==> src/hw/rtl/iso_duration_validator_defines.svh <==
// Assertion macros for the ISO 8601 duration validator.
`ifndef ISO_DURATION_VALIDATOR_DEFINES_SVH
`define ISO_DURATION_VALIDATOR_DEFINES_SVH

`ifndef SYNTHESIS

// Same-cycle implication, sampled on clk, off during reset.
`define ISODV_ASSERT_IMPL(lbl, ante, cons) \
  lbl: assert property (@(posedge clk) disable iff (!rst_n) (ante) |-> (cons)) \
    else $error("assertion failed: same-cycle implication");

// Next-cycle implication, sampled on clk, off during reset.
`define ISODV_ASSERT_NEXT(lbl, ante, cons) \
  lbl: assert property (@(posedge clk) disable iff (!rst_n) (ante) |=> (cons)) \
    else $error("assertion failed: next-cycle implication");

`else

`define ISODV_ASSERT_IMPL(lbl, ante, cons)
`define ISODV_ASSERT_NEXT(lbl, ante, cons)

`endif

`endif

==> src/hw/rtl/isodv_pkg.sv <==
// Types, character codes and helpers for the ISO 8601 duration validator.
`default_nettype none

package isodv_pkg;

  typedef enum logic [2:0] {
    GP_EXPECT_P,
    GP_DATE_IDLE,
    GP_DATE_DIG,
    GP_TIME_START,
    GP_TIME_IDLE,
    GP_TIME_DIG,
    GP_TIME_FRAC,
    GP_DEAD
  } gen_phase_t;

  typedef enum logic [1:0] {
    WP_START,
    WP_NEED,
    WP_DIGITS,
    WP_DONE
  } week_phase_t;

  typedef struct packed {
    logic [15:0] code_unit;
    logic        is_last;
    logic        empty_string;
  } item_t;

  typedef struct packed {
    logic accepted;
    logic at_start;
  } status_t;

  localparam logic [6:0] CH_P     = 7'h50;
  localparam logic [6:0] CH_W     = 7'h57;
  localparam logic [6:0] CH_T     = 7'h54;
  localparam logic [6:0] CH_Y     = 7'h59;
  localparam logic [6:0] CH_M     = 7'h4D;
  localparam logic [6:0] CH_D     = 7'h44;
  localparam logic [6:0] CH_H     = 7'h48;
  localparam logic [6:0] CH_S     = 7'h53;
  localparam logic [6:0] CH_DOT   = 7'h2E;
  localparam logic [6:0] CH_ZERO  = 7'h30;
  localparam logic [6:0] CH_NINE  = 7'h39;

  function automatic logic is_digit(input logic [6:0] c);
    return c inside {[CH_ZERO:CH_NINE]};
  endfunction

  // Bit 2 flags a hit, bits 1:0 give the unit's rank.
  function automatic logic [2:0] date_index(input logic [6:0] c);
    logic [2:0] r;
    case (c)
      CH_Y:    r = 3'b100;
      CH_M:    r = 3'b101;
      CH_D:    r = 3'b110;
      default: r = 3'b000;
    endcase
    return r;
  endfunction

  function automatic logic [2:0] time_index(input logic [6:0] c);
    logic [2:0] r;
    case (c)
      CH_H:    r = 3'b100;
      CH_M:    r = 3'b101;
      CH_S:    r = 3'b110;
      default: r = 3'b000;
    endcase
    return r;
  endfunction

endpackage

`default_nettype wire

==> src/hw/rtl/isodv_fsm.sv <==
// Recognizer state and transition logic for the general and week duration forms.
`default_nettype none

module isodv_fsm (
  input  wire                 clk,
  input  wire                 rst_n,
  input  wire                 advance,
  input  isodv_pkg::item_t    item,
  output isodv_pkg::status_t  status
);

  isodv_pkg::gen_phase_t  gp_r, gp_nxt;
  isodv_pkg::week_phase_t wp_r, wp_nxt;
  logic [1:0]             date_prog_r, date_prog_nxt;
  logic [1:0]             time_prog_r, time_prog_nxt;
  logic                   seen_r, seen_nxt;

  isodv_pkg::gen_phase_t  gp_s;
  isodv_pkg::week_phase_t wp_s;
  logic [1:0]             date_prog_s, time_prog_s;
  logic                   seen_s;
  logic [6:0]             c;
  logic                   non_ascii;
  logic                   first;
  logic                   dig;
  logic [2:0]             didx, tidx;

  assign c         = item.code_unit[6:0];
  assign non_ascii = |item.code_unit[15:7];
  assign first     = (gp_r == isodv_pkg::GP_EXPECT_P);
  assign dig       = isodv_pkg::is_digit(c);
  assign didx      = isodv_pkg::date_index(c);
  assign tidx      = isodv_pkg::time_index(c);

  always_comb begin
    gp_s        = gp_r;
    wp_s        = wp_r;
    date_prog_s = date_prog_r;
    time_prog_s = time_prog_r;
    seen_s      = seen_r;
    if (!item.empty_string) begin
      if (non_ascii) begin
        gp_s = isodv_pkg::GP_DEAD;
        wp_s = isodv_pkg::WP_START;
      end else begin
        case (wp_r)
          isodv_pkg::WP_START: begin
            wp_s = (first && c == isodv_pkg::CH_P) ? isodv_pkg::WP_NEED : isodv_pkg::WP_START;
          end
          isodv_pkg::WP_NEED: begin
            wp_s = dig ? isodv_pkg::WP_DIGITS : isodv_pkg::WP_START;
          end
          isodv_pkg::WP_DIGITS: begin
            if (!dig) begin
              wp_s = (c == isodv_pkg::CH_W) ? isodv_pkg::WP_DONE : isodv_pkg::WP_START;
            end
          end
          default: wp_s = isodv_pkg::WP_START;
        endcase

        case (gp_r)
          isodv_pkg::GP_EXPECT_P: begin
            gp_s = (c == isodv_pkg::CH_P) ? isodv_pkg::GP_DATE_IDLE : isodv_pkg::GP_DEAD;
          end
          isodv_pkg::GP_DATE_IDLE: begin
            if (dig) begin
              gp_s = isodv_pkg::GP_DATE_DIG;
            end else if (c == isodv_pkg::CH_T) begin
              gp_s = isodv_pkg::GP_TIME_START;
            end else begin
              gp_s = isodv_pkg::GP_DEAD;
            end
          end
          isodv_pkg::GP_DATE_DIG: begin
            if (!dig) begin
              if (didx[2] && didx[1:0] >= date_prog_r) begin
                date_prog_s = didx[1:0] + 2'd1;
                seen_s      = 1'b1;
                gp_s        = isodv_pkg::GP_DATE_IDLE;
              end else begin
                gp_s = isodv_pkg::GP_DEAD;
              end
            end
          end
          isodv_pkg::GP_TIME_START, isodv_pkg::GP_TIME_IDLE: begin
            gp_s = dig ? isodv_pkg::GP_TIME_DIG : isodv_pkg::GP_DEAD;
          end
          isodv_pkg::GP_TIME_DIG, isodv_pkg::GP_TIME_FRAC: begin
            if (!dig) begin
              if (gp_r == isodv_pkg::GP_TIME_DIG && c == isodv_pkg::CH_DOT) begin
                gp_s = isodv_pkg::GP_TIME_FRAC;
              end else if (tidx[2] && tidx[1:0] >= time_prog_r) begin
                time_prog_s = tidx[1:0] + 2'd1;
                seen_s      = 1'b1;
                gp_s        = isodv_pkg::GP_TIME_IDLE;
              end else begin
                gp_s = isodv_pkg::GP_DEAD;
              end
            end
          end
          default: gp_s = isodv_pkg::GP_DEAD;
        endcase
      end
    end

    status.accepted = (wp_s == isodv_pkg::WP_DONE) ||
                      (gp_s == isodv_pkg::GP_TIME_IDLE) ||
                      (gp_s == isodv_pkg::GP_DATE_IDLE && seen_s);
    status.at_start = (gp_r == isodv_pkg::GP_EXPECT_P) && (wp_r == isodv_pkg::WP_START) &&
                      (date_prog_r == 2'd0) && (time_prog_r == 2'd0) && !seen_r;

    gp_nxt        = gp_r;
    wp_nxt        = wp_r;
    date_prog_nxt = date_prog_r;
    time_prog_nxt = time_prog_r;
    seen_nxt      = seen_r;
    if (advance) begin
      if (item.is_last) begin
        gp_nxt        = isodv_pkg::GP_EXPECT_P;
        wp_nxt        = isodv_pkg::WP_START;
        date_prog_nxt = 2'd0;
        time_prog_nxt = 2'd0;
        seen_nxt      = 1'b0;
      end else begin
        gp_nxt        = gp_s;
        wp_nxt        = wp_s;
        date_prog_nxt = date_prog_s;
        time_prog_nxt = time_prog_s;
        seen_nxt      = seen_s;
      end
    end
  end

  always_ff @(posedge clk) begin
    if (!rst_n) begin
      gp_r        <= isodv_pkg::GP_EXPECT_P;
      wp_r        <= isodv_pkg::WP_START;
      date_prog_r <= 2'd0;
      time_prog_r <= 2'd0;
      seen_r      <= 1'b0;
    end else begin
      gp_r        <= gp_nxt;
      wp_r        <= wp_nxt;
      date_prog_r <= date_prog_nxt;
      time_prog_r <= time_prog_nxt;
      seen_r      <= seen_nxt;
    end
  end

endmodule

`default_nettype wire

==> src/hw/rtl/iso_duration_validator.sv <==
// Top level of the ISO 8601 duration validator: input handshake and result skid buffer.
//
//  channel | direction | payload                                | transfer when
//  in_     | input     | code_unit[15:0], is_last, empty_string  | in_valid & !in_stall
//  out_    | output    | accepted                               | out_valid & !out_stall
//
//  One code unit per cycle while in_stall is low; the recognizer state updates in the cycle of the transfer.
//  An is_last transfer registers its result in the output or, if out_ is held, skid register.
//  Results queue in a two-entry buffer (output register plus skid register);
//  in_stall rises only while both entries hold results.
//  Reset (rst_n low, synchronous) clears the recognizers and empties the buffer.
`default_nettype none
`include "iso_duration_validator_defines.svh"

module iso_duration_validator (
  input  wire         clk,
  input  wire         rst_n,
  input  wire         in_valid,
  output logic        in_stall,
  input  wire  [15:0] in_code_unit,
  input  wire         in_is_last,
  input  wire         in_empty_string,
  output logic        out_valid,
  input  wire         out_stall,
  output logic        out_accepted
);

  isodv_pkg::item_t   item;
  isodv_pkg::status_t status;
  logic               advance;
  logic               push;
  logic               pop;

  logic out_valid_r, out_valid_nxt;
  logic out_acc_r, out_acc_nxt;
  logic skid_valid_r, skid_valid_nxt;
  logic skid_acc_r, skid_acc_nxt;

  assign item.code_unit    = in_code_unit;
  assign item.is_last      = in_is_last;
  assign item.empty_string = in_empty_string;

  assign in_stall = skid_valid_r;
  assign advance  = in_valid && !in_stall;
  assign push     = advance && in_is_last;
  assign pop      = out_valid_r && !out_stall;

  isodv_fsm u_fsm (
    .clk     (clk),
    .rst_n   (rst_n),
    .advance (advance),
    .item    (item),
    .status  (status)
  );

  always_comb begin
    out_valid_nxt  = out_valid_r;
    out_acc_nxt    = out_acc_r;
    skid_valid_nxt = skid_valid_r;
    skid_acc_nxt   = skid_acc_r;
    if (pop || !out_valid_r) begin
      if (skid_valid_r) begin
        out_valid_nxt  = 1'b1;
        out_acc_nxt    = skid_acc_r;
        skid_valid_nxt = 1'b0;
      end else begin
        out_valid_nxt = push;
        out_acc_nxt   = status.accepted;
      end
    end else if (push) begin
      skid_valid_nxt = 1'b1;
      skid_acc_nxt   = status.accepted;
    end
  end

  always_ff @(posedge clk) begin
    if (!rst_n) begin
      out_valid_r  <= 1'b0;
      skid_valid_r <= 1'b0;
    end else begin
      out_valid_r  <= out_valid_nxt;
      skid_valid_r <= skid_valid_nxt;
    end
  end

  always_ff @(posedge clk) begin
    out_acc_r  <= out_acc_nxt;
    skid_acc_r <= skid_acc_nxt;
  end

  assign out_valid    = out_valid_r;
  assign out_accepted = out_acc_r;

  `ISODV_ASSERT_IMPL(a_skid_behind_out, skid_valid_r, out_valid_r)
  `ISODV_ASSERT_NEXT(a_clear_after_last, advance && in_is_last, status.at_start)
  `ISODV_ASSERT_NEXT(a_last_yields_result, push, out_valid_r)

endmodule

`default_nettype wire
==> config.mk <==
export PLATFORM = sky130hd
export DESIGN_NAME = iso_duration_validator
export DESIGN_NICKNAME = d
export VERILOG_FILES = /design/src/hw/rtl/isodv_pkg.sv /design/src/hw/rtl/isodv_fsm.sv /design/src/hw/rtl/iso_duration_validator.sv
export VERILOG_INCLUDE_DIRS = /design/src /design/src/hw/rtl
export SDC_FILE = /design/constraint.sdc
export NUM_CORES = 1
export LEC_CHECK = 0
export BUFFER_PORTS_ARGS = -buffer_cell sky130_fd_sc_hd__buf_2
export CAP_MARGIN = 20
export CORE_AREA = 2 2 72 74
export DETAILED_ROUTE_END_ITERATION = 8
export DIE_AREA = 0 0 74 76
export GPL_TIMING_DRIVEN = 0
export SETUP_SLACK_MARGIN = 0.2
export SYNTH_ARGS = -nofsm -noshare
export SYNTH_HDL_FRONTEND = slang
export SYNTH_SLANG_ARGS = --single-unit
==> constraint.sdc <==
create_clock -name clk -period 4.53 [get_ports clk]
set_input_delay 0.453 -clock clk [delete_from_list [all_inputs] [get_ports clk]]
set_output_delay 0.453 -clock clk [all_outputs]
set_load 0.005 [all_outputs]
**Yosys cells after proc, flatten, opt, wreduce, memory -nomap -nowiden**

Cells that the tools add are included.

- Output and inout bits: 3
- Bits in latches: 0
- Bits in writable memories: 0
- Bits in read-only memories: 0
- Register bits: 14
- Memories kept: 0

- Magnitude comparators: 4
- Reductions and logical operators: 28
- $add $sub $neg: 2
- Bitwise gates (word level): 2
- Div/mod/pow operators: 0
- Multiply operators: 0
- Mux-type cells: 47
- Equal/unequal tests: 24
- Shift-type cells: 0

Operators with widths:

| cell | count |
|---|---|
| $eq 7x7->1 const B | 8 |
| $mux 2 | 21 |
| $mux 3 | 10 |
| $pmux 3 s3 | 2 |
| $pmux 3 s5 | 1 |
| $eq 3x3->1 const B | 4 |
| $mux 1 | 11 |
| $logic_and 1x1->1 | 9 |
| $reduce_or 9->1 | 1 |
| $ne 2x2->1 const B | 4 |
| $reduce_bool 2->1 | 4 |
| $eq 7x6->1 const B | 1 |
| $ge 7x6->1 const B | 1 |
| $le 7x6->1 const B | 1 |
| $reduce_and 7->1 | 1 |
| $eq 3x1->1 const B | 2 |
| $eq 3x2->1 const B | 2 |
| $pmux 2 s3 | 1 |
| $reduce_and 6->1 | 1 |
| $reduce_or 2->1 | 3 |
| $add 2x1->2 const B | 2 |
| $eq 2x2->1 const B | 2 |
| $ge 2x2->1 | 2 |
| $logic_not 1->1 | 3 |
| other kinds (7) | 10 |

**Depth between registers and ports, before layout**

- Word-level depth: 14
- Depth in mapped cells: 11
- Depth with buffers taken out: 11

**By module**

Synthesis repeated with hierarchy kept, for this count alone.

- Cells, all modules: 160
- Area, all modules: 1267.5 µm²

Modules (own cells, without submodules):

| module | area each (µm²) | times used | seq. area each (µm²) | cells each |
|---|---|---|---|---|
| isodv_fsm | 1114.8 | 1 | 200.2 | 149 |
| iso_duration_validator | 152.6 | 1 | 100.1 | 11 |

**Worst setup path before layout**

OpenSTA, ideal clock, no wires.

- Kind: input to register
- From: input port in_code_unit[5]
- To: register out_acc_r, in the netlist out_accepted, data pin
- Stages on the path: 10
- Slack: 1.105 ns
- Required time: 4.372 ns
- Setup time: 0.158 ns
- Data arrival time: 3.267 ns
- Cells stage by stage: or4b_4 or4b_2 ha_1 nor2_1 ha_1 a21o_1 nand3_1 a221o_1 or4_4 a211oi_2

- Cells in the longest elaborated chain, start to end: 14
- Elaborated cells on any way between the ends: 54
- Those cells by class: 4 x order compare; 12 x eq/ne; 30 x mux; 8 x reduce/logical

RTL lines:

| element | RTL line | text |
|---|---|---|
| start, declared | iso_duration_validator.sv:20 | `input wire [15:0] in_code_unit,` |
| $eq 7x7->1, on equally long branches | isodv_pkg.sv:65, isodv_pkg.sv:54 |  |
| $pmux 3 s3 | isodv_pkg.sv:65 | `case (c)` |
| $ge 2x2->1 | isodv_fsm.sv:92 | `end else if (tidx[2] && tidx[1:0] >= time_prog_r) begin` |
| $logic_and 1x1->1 | isodv_fsm.sv:92 |  |
| $mux 2 | isodv_fsm.sv:92 |  |
| $mux 3 | isodv_fsm.sv:90 | `if (gp_r == isodv_pkg::GP_TIME_DIG && c == isodv_pkg::CH_DOT) begin` |
| $mux 3 | isodv_fsm.sv:89 | `if (!dig) begin` |
| $pmux 3 s5 | isodv_fsm.sv:61 | `case (gp_r)` |
| $mux 3 | isodv_fsm.sv:42 | `if (non_ascii) begin` |
| $mux 3 | isodv_fsm.sv:41 | `if (!item.empty_string) begin` |
| $eq 3x3->1 or $eq 3x1->1 (tied branches) | isodv_fsm.sv:107, isodv_fsm.sv:108 |  |
| $logic_or 1x1->1 or $logic_and 1x1->1 (tied branches) | isodv_fsm.sv:106, isodv_fsm.sv:108 |  |
| $logic_or 1x1->1 (*) | isodv_fsm.sv:107 | `(gp_s == isodv_pkg::GP_TIME_IDLE) \|\|` |
| $mux 1 (*) | iso_duration_validator.sv:62 | `if (skid_valid_r) begin` |
| end signal, assigned | iso_duration_validator.sv:87 | `out_acc_r <= out_acc_nxt;` |
| end, declared | iso_duration_validator.sv:35 | `logic out_acc_r, out_acc_nxt;` |

Mark *: on every way between the ends. The rest lies on a longest branch, timed or not.
A chain may end at the register's enable or synchronous reset.

**Worst setup path after layout**

Ends and elaborated chain as after synthesis.

==> impl_metrics.env <==
export IMPL_ys_ff_latch=14
export IMPL_place_hpwl_mm=2.563
export IMPL_place_gp_congestion=0.8256
export IMPL_leakage_uw=0.0005228
export IMPL_port_buffers=24
export IMPL_r2r_slack_ns=2.06
export IMPL_core_area_sq_um=4912
export IMPL_synth_top_cell_area_share=0.1922
export IMPL_die_height_um=76
export IMPL_critPathCaptureType="flop"
export IMPL_finalMaxSlewViolations=0
export IMPL_grt_setup_unrepaired="false"
export IMPL_cts_tree="done"
export IMPL_die_w_um=74
export IMPL_first_global_vias=1238
export IMPL_syn_area_sq_um=1250
export IMPL_fin_ws_ns=1.036
export IMPL_hold_depth=2
export IMPL_synth_most_common_cell="dfxtp_1"
export IMPL_fin_crit_ns=3.494
export IMPL_ir_drop_mv=0.07957
export IMPL_ys_async_sr_fraction=0
export IMPL_syn_nets=182
export IMPL_ys_dominant_reg_cell="dfxtp_1"
export IMPL_antenna_found_initial=0
export IMPL_postSynthAreaPerCell_sq_um=8.117
export IMPL_antenna_cells=0
export IMPL_synth_area_leaders="dfxtp_1, ha_1, edfxtp_1, nor2b_1, a21oi_1"
export IMPL_drt_total_wl_mm=3.214
export IMPL_remaining_drc_errors=0
export IMPL_synthCells=154
export IMPL_drt_iter0_markers=71
export IMPL_dr_pass1_iters=4
export IMPL_worstPathArrival_ns=3.58
export IMPL_startpoint_type="input pin"
export IMPL_slew_headroom=0.4727
export IMPL_required_ns=4.62
export IMPL_p_per_area_nw_per_um2=197.2
export IMPL_hold_violations=0
export IMPL_cts_buffer_depth=2
export IMPL_crit_fanout=5
export IMPL_setup_violations=0
export IMPL_synth_cell_type_count=58
export IMPL_postCtsHoldBufs=0
export IMPL_rows=26
export IMPL_cts_buffers=3
export IMPL_fmax_mhz=286.2
export IMPL_gr_usage_all_layers=0.1218
export IMPL_cts_htree_levels=1
export IMPL_final_setup_tns_ns=0
export IMPL_worst_pin_slew_ns=0.7890
export IMPL_die_area_sq_um=5624
export IMPL_viasPerCell=5.091
export IMPL_maxCapViolations=0
export IMPL_via_count=1283
export IMPL_ff2ff_path_depth=6
export IMPL_final_nets=211
export IMPL_cts_setup_buffers=0
export IMPL_start_util=0.2545
export IMPL_fin_skew_ns=0.001823
export IMPL_ys_seq_area_frac=0.2402
export IMPL_grt_start_max_net_pins=11
export IMPL_postCtsResizedCells=0
export IMPL_cp_slowest_cell="or4b_2"
export IMPL_synth_edff_count=2
export IMPL_synth_top_area_cell="dfxtp_1"
export IMPL_worstSetupPathType="in2reg"
export IMPL_num_io_pins=25
export IMPL_drive_above_1_share=0.2088
export IMPL_cts_root_buf="clkbuf_8"
export IMPL_clkTransAtPathRegs_ns=0.06
export IMPL_wl_per_cell_um=12.75
export IMPL_grt_pass1_wl_mm=5.533
export IMPL_ant_nets=0
export IMPL_cts_sinks=14
export IMPL_outcome="completed"
export IMPL_cp_slowest_stage_delay_ns=0.65
export IMPL_overflow=0
export IMPL_cp_common_cell="ha_1"
export IMPL_path_cells="buf_2 > or4b_4 > or4b_2 > ha_1 > nor2_1 > ha_1 > a21o_1 > nand3_1 > a221o_1 > or4_4 > a211oi_2"
export IMPL_area_delta_synth_final_pct=20.22
export IMPL_worst_hold_path_type="reg2reg"
export IMPL_finalCritPeriodShare=0.7714
export IMPL_worstSkewPairLatency_ns=0.25
export IMPL_synth_warnings=0
export IMPL_synth_common_cells="dfxtp_1, nor2_1, nand2_1, nor2b_1"
export IMPL_place_ws_ns=0.7854
-- worst max-delay path: cells and delay by family --
kind / cells / cell delay (ns)
adder cells (fa/ha/maj): 2 / 0.37
AO/OA/AOI/OAI: 3 / 0.71
buffers and inverters: 1 / 0.12
AND/OR/NAND/NOR: 5 / 1.94
-- final timing paths --
path | start | endpoint
hold reg to reg | u_fsm.time_prog_r[1]$_SDFFE_PN0P_ | u_fsm.time_prog_r[1]$_SDFFE_PN0P_
setup / recovery | in_code_unit[5] | out_accepted$_DFFE_PP_
hold / removal | u_fsm.time_prog_r[1]$_SDFFE_PN0P_ | u_fsm.time_prog_r[1]$_SDFFE_PN0P_
setup reg to reg | u_fsm.wp_r[1]$_SDFFE_PN0P_ | out_accepted$_DFFE_PP_
-- stage by stage --
stage          instance area (sq um)  utilization  cells  hold WS [ns]  power [uW]
2_1_floorplan                   1250            -    154        0.4466       166.4
3_3_place_gp                    1458       0.2967    248        0.4576       190.4
3_5_place_dp                    1458       0.2967    248        0.4651       190.7
4_1_cts                         1503       0.3059    252        0.4736       298.5
5_1_grt                         1503       0.3059    252        0.4909       309.5
6_report                        1503       0.3059    252        0.4735       296.4
-- cell families (layout without fill, tap and decap cells) --
logic type,after synthesis,after routing,synth area share
flops,14,14,0.2402
buf+inv,13,41,0.04104
compound gates,45,45,0.2703
fa+ha+maj,6,6,0.06006
simple gates,74,74,0.3734
mux,1,1,0.008008
xor+xnor,1,1,0.007008
-- cell type report --
cell class | instances | area, sq um
Clock inverter | 1 | 3.754
Clock buffer | 3 | 41.29
Timing Repair Buffer | 24 | 120.1
Fill cell | 531 | 3410
Inverter | 9 | 33.78
Tap cell | 70 | 87.58
Multi-Input combinational cell | 127 | 898.4
Sequential cell | 14 | 300.3
Buffer | 4 | 17.52
-- sequential cells by signal, summed over array words and instances (netlist names) --
signal / cells
u_fsm.wp_r: 2
out_valid: 1
out_accepted: 1
in_stall: 1
u_fsm.seen_r: 1
u_fsm.time_prog_r: 2
u_fsm.date_prog_r: 2
u_fsm.gp_r: 3
skid_acc_r: 1
-- where the power goes --
group,internal [uW],total [uW],switching [uW]
combinational,24.1,58.8,34.7
sequential,129,130,1.41
clock,60.1,108,47.4
-- metal layers --
| layer | global-route usage | part of all wire | vias to the layer above |
|---|---|---|---|
| met5 | 0 | 0 | - |
| met4 | 0.03818 | 0.013 | 0 |
| met3 | 0.02381 | 0.042 | 5 |
| met2 | 0.1768 | 0.43 | 31 |
| met1 | 0.1792 | 0.51 | 597 |
| li1 | - | - | 650 |
-- layout by cell type (no fill, tap or decap), types with 2 or more instances in the layout --
cell and instances:
nor2b_1 9, or4_4 2, a21oi_1 8, dfxtp_1 12, and2_1 3, o41ai_1 4
edfxtp_1 2, nor2_1 10, nor3_1 5, ha_1 6, o21a_1 2, a21boi_1 3
o21ai_0 3, a22oi_1 2, nand3_1 8, clkbuf_8 3, a211oi_1 2, a21boi_0 2
nand3b_1 4, clkbuf_1 2, o211ai_1 2, nor3b_1 2, or3_1 2, or4_1 3
inv_1 8, buf_2 26, nand2b_1 6, nand2_1 9
Power figures use the tool's default switching activity.
